--- src/design/tcw_pkg.sv ---
// Shared types, constants and helpers for the text console writer.
package tcw_pkg;

  // Default screen geometry
  localparam int unsigned DEF_COLUMNS = 80;
  localparam int unsigned DEF_ROWS    = 60;

  // Fixed field widths of the request and result channels
  localparam int unsigned CMD_W   = 2;
  localparam int unsigned CHAR_W  = 8;
  localparam int unsigned WORD_W  = 32;
  localparam int unsigned POS_W   = 13;
  localparam int unsigned NIB_W   = 4;
  localparam int unsigned DIG_W   = 3;

  localparam logic [CHAR_W-1:0] NL_CODE = 8'd10;

  // Index of the final digit of a hex word (eight digits)
  localparam logic [DIG_W-1:0] LAST_DIGIT = 3'd7;

  // Request commands
  typedef enum logic [CMD_W-1:0] {
    CMD_PUT_CHAR = 2'd0,
    CMD_PUT_HEX  = 2'd1,
    CMD_CLEAR    = 2'd2,
    CMD_READ     = 2'd3
  } cmd_e;

  // Controller to datapath commands
  typedef struct packed {
    logic latch_in;     // capture the accepted request
    logic do_put;       // put one character at the cursor and emit its result
    logic emit_clear;   // home cursor and emit the clear result
    logic rd_issue;     // start the buffer read for a read request
    logic emit_read;    // emit the read result
    logic sweep_start;  // start a pass over the whole buffer
    logic sweep_copy;   // pass shifts rows up (else zero fill)
  } ctl_t;

  // Datapath to controller status
  typedef struct packed {
    logic out_free;     // output register can take a result this cycle
    logic put_scroll;   // the put of this cycle moves the cursor past the last row
    logic put_more;     // more hex digits follow the put of this cycle
    logic hex_pend;     // hex digits remain after the last put
    logic sweep_busy;   // buffer pass in progress
  } sts_t;

  // Uppercase hex glyphs
  localparam logic [15:0][CHAR_W-1:0] HEX_GLYPHS = {
    8'h46, 8'h45, 8'h44, 8'h43, 8'h42, 8'h41, 8'h39, 8'h38,
    8'h37, 8'h36, 8'h35, 8'h34, 8'h33, 8'h32, 8'h31, 8'h30
  };

  function automatic logic [CHAR_W-1:0] hex_glyph(input logic [NIB_W-1:0] nib);
    return HEX_GLYPHS[nib];
  endfunction

endpackage

--- src/design/tcw_ctrl.sv ---
// Control state machine of the text console writer.
module tcw_ctrl (
  input  logic                          clk_i,
  input  logic                          rst_ni,
  input  logic                          in_valid_i,
  output logic                          in_ready_o,
  input  logic [tcw_pkg::CMD_W-1:0]     command_i,
  input  tcw_pkg::sts_t                 sts_i,
  output tcw_pkg::ctl_t                 ctl_o
);
  import tcw_pkg::*;

  typedef enum logic [6:0] {
    S_INIT  = 7'b0000001,
    S_IDLE  = 7'b0000010,
    S_PUT   = 7'b0000100,
    S_CLR   = 7'b0001000,
    S_RDREQ = 7'b0010000,
    S_RDOUT = 7'b0100000,
    S_SWEEP = 7'b1000000
  } state_e;

  state_e state_q, state_d;
  cmd_e   cmd;

  assign cmd = cmd_e'(command_i);

  // Next state and command decode
  always_comb begin
    state_d    = state_q;
    ctl_o      = '0;
    in_ready_o = 1'b0;
    unique case (state_q)
      S_INIT: begin
        // clearing pass over the buffer after reset
        ctl_o.sweep_start = 1'b1;
        state_d           = S_SWEEP;
      end
      S_IDLE: begin
        in_ready_o = 1'b1;
        if (in_valid_i) begin
          ctl_o.latch_in = 1'b1;
          unique case (cmd) inside
            CMD_PUT_CHAR, CMD_PUT_HEX: state_d = S_PUT;
            CMD_CLEAR:                 state_d = S_CLR;
            CMD_READ:                  state_d = S_RDREQ;
          endcase
        end
      end
      S_PUT: begin
        if (sts_i.out_free) begin
          ctl_o.do_put = 1'b1;
          if (sts_i.put_scroll) begin
            ctl_o.sweep_start = 1'b1;
            ctl_o.sweep_copy  = 1'b1;
            state_d           = S_SWEEP;
          end else if (!sts_i.put_more) begin
            state_d = S_IDLE;
          end
        end
      end
      S_CLR: begin
        if (sts_i.out_free) begin
          ctl_o.emit_clear  = 1'b1;
          ctl_o.sweep_start = 1'b1;
          state_d           = S_SWEEP;
        end
      end
      S_RDREQ: begin
        ctl_o.rd_issue = 1'b1;
        state_d        = S_RDOUT;
      end
      S_RDOUT: begin
        if (sts_i.out_free) begin
          ctl_o.emit_read = 1'b1;
          state_d         = S_IDLE;
        end
      end
      S_SWEEP: begin
        // resume a hex word that scrolled mid-way
        if (!sts_i.sweep_busy) begin
          state_d = sts_i.hex_pend ? S_PUT : S_IDLE;
        end
      end
      default: state_d = S_INIT;
    endcase
  end

  always_ff @(posedge clk_i or negedge rst_ni) begin
    if (!rst_ni) begin
      state_q <= S_INIT;
    end else begin
      state_q <= state_d;
    end
  end

endmodule

--- config.mk ---
export PLATFORM = sky130hd
export DESIGN_NAME = tcw_ctrl
export DESIGN_NICKNAME = d
export VERILOG_FILES = /design/src/design/tcw_pkg.sv /design/src/design/tcw_ctrl.sv
export SDC_FILE = /design/constraint.sdc
export NUM_CORES = 1
export LEC_CHECK = 0
export BUFFER_PORTS_ARGS = -buffer_cell sky130_fd_sc_hd__clkbuf_2
export CAP_MARGIN = 20
export CORE_AREA = 2 2 39 41
export CTS_CLUSTER_SIZE = 25
export DETAILED_ROUTE_END_ITERATION = 16
export DIE_AREA = 0 0 41 43
export GPL_ROUTABILITY_DRIVEN = 0
export MAX_ROUTING_LAYER = met4
export PLACE_DENSITY_LB_ADDON = 0.12
export REMOVE_ABC_BUFFERS = 1
export SYNTH_ARGS = -nofsm -noshare
export SYNTH_HDL_FRONTEND = slang
export SYNTH_SLANG_ARGS = --single-unit
export TNS_END_PERCENT = 10
--- constraint.sdc ---
create_clock -name clk_i -period 2.2 [get_ports clk_i]
set_input_delay 0.33 -clock clk_i [delete_from_list [all_inputs] [get_ports clk_i]]
set_output_delay 0.33 -clock clk_i [all_outputs]
set_load 0.05 [all_outputs]
==> impl_metrics.ini, run 1 <==
[outcome]
status = completed

[logic_synthesis]
synth.avg_cell_area_um2 = 8.19
yosysUniqueCellTypes = 31
syn_area_um2 = 598
synth_seq_cells = 7
synth_warnings = 0
synthCells = 73
synth_seq_area_share_pct = 29.5

[setup_path]
cp_max_fo = 4
worstSetupPathType = flop to output port
endpoint_kind = output port
critPathLaunchType = flop
r2r.worst_path.cells = 6
cp.arrival_ps = 1810
cp.required_ps = 1870

[grt]
grt_max_degree = 13
grt_overflow = 0
grt_pass1_wl_um = 2460
antenna_found_initial = 0
grt_usage_pct = 21.6
first_global_vias = 605

[layout]
stdcell_count = 112
largest-register = state_q
layout-drive-gt1-share_pct = 38.5
area_delta_synth_final_pct = 27.8
reg.largest.list = state_q x7
largest_reg_flops = 7
nets = 107
num_antenna_cells = 0

[run]
drv_cap = 0

[clock_tree]
cts_buffers = 3
clk_path_buf_depth = 2
cts_tree = yes
h-tree-depth = 1
post_cts_buffers = 0
clk-insertion-delay-late_ps = 260
clk_pin_slew_ps = 60
clkSinkCount = 7
cts-root-buf = clkbuf_4

[floorplanning]
die_w_um = 41
dieArea_mm2 = 0.00176
initial_core_util_pct = 43.2
io_pins = 18
row_count = 14
fp.dieH_um = 43
core-area_mm2 = 0.00138

[power]
powerDensity_mw_per_mm2 = 1170
p_leak_nw = 0.370
total_power_uw = 893
peakVddDrop_uv = 448

[routing]
drc = 0
vias_per_cell = 5.72
dr.pass1.iters = 4
wire_per_inst_um = 13.9
vias = 641
drtIter0Drc = 31
wirelength_um = 1560
ant_nets = 0

[placed_design]
io_buffers = 17
place.detailed.hpwl_um = 1220
dp_cells = 107

[timing]
period_needed_ps = 2140
worst_pin_slew_ps = 412
finalSetupViolations = 0
clock_skew_ps = 1.75
rsz0062_at_grt = false
holdWs_ps = 314
drv_slew = 0
max-slew-margin-rel_pct = 72.3
hold_violations = 0
period_share_pct = 97.4
max_freq_ghz = 0.467

[hold_path]
hold_depth = 2
hp-class = primary input to flop
per-layer routing:
metal	global-route usage, %	wire [µm]	up-vias	share of wire [%]
met5	-	0	-	0
met4	12.0	29	0	1.9
met3	5.76	85	4	5.5
met2	32.5	788	26	51
met1	24.7	653	301	42
li1	-	-	310	-
final timing paths:
path                            slack, ps       start         end
worst max-delay path                   60  state_q[2]    ctl_o[6]
worst min-delay path                  310  in_valid_i  state_q[1]
worst max register to register        200  state_q[2]  state_q[2]
worst min register to register        650  state_q[6]  state_q[5]
max in group asynchronous            1520      rst_ni  state_q[0]
min in group asynchronous             440      rst_ni  state_q[3]
cell usage in the layout (no fill, tap or decap), drive strengths merged, types with 2 or more instances in the layout:
cell,count
and2,2
mux2,2
o21ai,4
nor3,8
nor2b,3
nor3b,2
nor2,8
dfrtp,6
clkbuf,20
buf,7
nor4,2
inv,3
xor2,2
nand3,5
nand2,6
worst max-delay path, cell delays in order (launching register included):
cell and delay [ps]:
dfrtp_1 390, or4b_4 550, or2_4 260, inv_2 70, and2_4 140, buf_8 130
cell usage after synthesis, drive strengths merged:
cell type	number	area [µm²]
dfrtp	6	150
inv	3	11.3
nor4	2	12.5
nand2b	1	6.26
xor2	2	17.5
or2	1	8.76
or3	1	11.3
a41o	1	10.0
nand2	6	22.5
buf	2	22.5
nor3b	2	15.0
and2	2	12.5
nor4b	1	8.76
nand3	5	25.0
nor2b	3	18.8
a311oi	1	8.76
o22ai	1	6.26
a21oi	1	5.00
clkbuf	3	11.3
or4b	1	13.8
a32oi	1	8.76
nor2	8	30.0
mux2	2	30.0
o21ai	4	23.8
nor3	8	40.0
a211oi	1	7.51
dfstp	1	26.3
a31oi	1	6.26
mux2i	1	10.0
a211o	1	17.5
what timing repair did:
item,CTS,global route
endpoints found under the setup margin,1,2
cloned,0,0
resized for setup,2,4
hold buffers,1,0
pin swaps,0,0
endpoints found under the hold margin,6,0
through the flow:
step	area [µm²]	util [%]	TNS (ps)	worst slack, ps
final	764	55.2	0	57.8
after global routing	764	55.2	0	8.09
after CTS	759	54.9	0	3.08
after detailed placement	714	51.6	0	214
after global placement	714	51.6	0	231
after floorplan	564	-	-1290	-674
power by group:
group	total, mW	switching [mW]	leakage (nW)	internal (mW)
Sequential	0.217	0.0414	0.0906	0.175
Clock	0.123	0.0529	0.0150	0.0696
Combinational	0.554	0.330	0.264	0.224
Total	0.893	0.424	0.370	0.469
cell type report:
class | count | area, µm²
inverters | 3 | 11.3
repair buffers | 24 | 150
fillers | 135 | 619
multi-input cells | 58 | 379
clock buffers | 4 | 26.3
well taps | 16 | 20.0
flip-flops and latches | 7 | 178
kinds of logic after synthesis:
logic type	Yosys count	synth area share, %
buffers and inverters	8	7.53
AO/OA/AOI/OAI	12	15.7
multiplexers	3	6.69
AND/OR/NAND/NOR	41	37.7
XOR/XNOR	2	2.93
flip-flops	7	29.5
(Power assumes the default switching activity.)
==> run 2, diff against run 1 <==
- ABC_AREA: unset -> 1
==> impl_metrics.ini, run 2 <==
[grt]
grt_busiest_layer = met2
grt_overflow = 0
grt_util_met3_pct = 7.85
met2_usage_pct = 30.0
globalRouteMet1Util_pct = 24.1
grt_usage_pct = 19.7
grt_max_degree = 10
first_global_vias = 566
antenna_found_initial = 0
grt_pass1_wl_um = 2280

[logic_synthesis]
synth_warnings = 0
synthCells = 87
synth.avg_cell_area_um2 = 6.66
async_reset_ff_share_pct = 100
synth_seq_area_share_pct = 30.5
synth_top_area_share_pct = 25.9
syn_area_um2 = 579
yosysMostFrequentCell = nand2_1
synth_commonest_cells = nand2_1 (17), inv_1 (13), nand3_1 (13), nor2_1 (10), nand2_2 (7)
synth_edf_count = 0
yosysUniqueCellTypes = 16
ys_top_cells_by_area = dfrtp_1 (26%), nand3_1 (11%), nand2_1 (11%)
synth_top_cell_by_area = dfrtp_1
ys.flop_type = dfrtp_1
synth_seq_cells = 7

[timing]
period_needed_ps = 2000
rsz0062_at_grt = false
max-slew-margin-rel_pct = 81.6
worst_pin_slew_ps = 277
drv_slew = 0
max_freq_ghz = 0.500
clock_skew_ps = 0.683
period_share_pct = 90.9
fin_tns_setup_ps = 0
holdWs_ps = 314
hold_violations = 0
finalSetupViolations = 0

[clock_tree]
clkSinkCount = 7
cts_tree = yes
cts-root-buf = clkbuf_4
clk_pin_slew_ps = 50
h-tree-depth = 1
post_cts_buffers = 0
clk-insertion-delay-late_ps = 250
cts_buffers = 3
clk_path_buf_depth = 2

[power]
p_leak_nw = 0.421
peakVddDrop_uv = 461
powerDensity_mw_per_mm2 = 997

[setup_path]
r2r.worst_path.cells = 9
timing.rr.start = state_q[0]
critPathLaunchType = flop
cp.arrival_ps = 1670
slowest_delay_ps = 390
r2r_setup_slack_ps = 870
endpoint_kind = output port
worstSetupPathType = flop to output port
path_depth = 8
crit_path_top_delay_cell = dfrtp_1
crit_path_end = ctl_o[1]
cpLargestDelayFamily = simple AND/OR/NAND/NOR gates
critPathMostFrequentCell = nand2_1
rr_endpoint = state_q[2]
path_cells = inv_2, nand2_2, nor2_4, nand2_1, nor2_1, nand2_1, nand3_1, clkbuf_2
cp.required_ps = 1870
cp_max_fo = 9
critPathBufInv = 2
critPathLaunch = state_q[6]

[layout]
largest-register = state_q
layout-drive-gt1-share_pct = 40.4
layout_common_cells = nand2_1 (17), clkbuf_2 (17), inv_1 (13), nand3_1 (13), nor2_1 (9)
largest_reg_flops = 7
nFillCells = 161
reg.largest.list = state_q x7
area_delta_synth_final_pct = 24.8
num_antenna_cells = 0
nets = 120

[floorplanning]
row_count = 14
initial_core_util_pct = 41.9
core-area_mm2 = 0.00138
io_pins = 18
dieArea_mm2 = 0.00176
die_w_um = 41
fp.dieH_um = 43

[routing]
wire_per_inst_um = 10.2
dr.pass1.iters = 5
drc = 0
drtIter0Drc = 7
vias_per_cell = 4.78
ant_nets = 0
wirelength_um = 1280
vias = 597

[hold_path]
hp-start = command_i[1]
hp-class = primary input to flop

[outcome]
status = completed

[run]
drv_cap = 0

[placed_design]
io_buffers = 17
place.detailed.hpwl_um = 1090
## run 2: worst register-to-register path, cell delays in order, from the launching register on
cell	delay [ps]
dfstp_2	520
inv_2	40
nand2_2	110
nor2_4	70
nand3_2	80
nand2_2	70
nor2_4	160
nand2_4	70
nand2_1	60
nand2_1	40
## run 2: per-layer routing
metal | vias to the layer above | wire [µm]
li1 | 317 | -
met1 | 258 | 582
met2 | 20 | 626
met3 | 2 | 56
met4 | 0 | 14
met5 | - | 0
## run 2: layout make-up
cell class	instances	area (µm²)	share of cell area, %
Sequential cell	7	176	24.4
Tap cell	16	20.0	2.77
Clock buffer	4	26.3	3.63
Timing Repair Buffer	18	95.1	13.1
Multi-Input combinational cell	62	338	46.7
Inverter	18	67.6	9.34
## run 2: cells by family after synthesis
family	synth area share, %
AND/OR/NAND/NOR	56.4
flip-flops	30.5
AO/OA/AOI/OAI	1.51
buffers and inverters	11.7
## run 2: worst min-delay path by stage
stage	slack [ps]	depth (start not counted)	end
6_report	310	3	state_q[4]
3_3_place_gp	170	1	state_q[3]
2_1_floorplan	30	0	state_q[1]
5_1_grt	310	3	state_q[4]
4_1_cts	310	3	state_q[4]
3_5_place_dp	180	1	state_q[3]
## run 2: stage by stage
step | util [%] | total power, mW | cells | instance area [µm²] | setup slack [ps]
final | 52.3 | 0.721 | 125 | 723 | 200
after global placement | 49.5 | 0.602 | 120 | 684 | 454
after detailed placement | 49.5 | 0.604 | 120 | 684 | 418
after floorplan | - | 0.522 | 87 | 579 | 109
after CTS | 52.1 | 0.727 | 125 | 721 | 132
after global routing | 52.3 | 0.790 | 125 | 723 | 16.3
## run 2: timing repair
action	in CTS	in global routing
endpoints found under the hold margin	6	0
endpoints found under the setup margin	0	1
hold buffers	1	0
resized for setup	0	1
## run 2: report_power, final
part	leakage (nW)	switching (mW)	internal (mW)
combinational	0.314	0.293	0.122
clock	0.0150	0.0461	0.0691
sequential	0.0921	0.0215	0.169
total	0.421	0.360	0.361
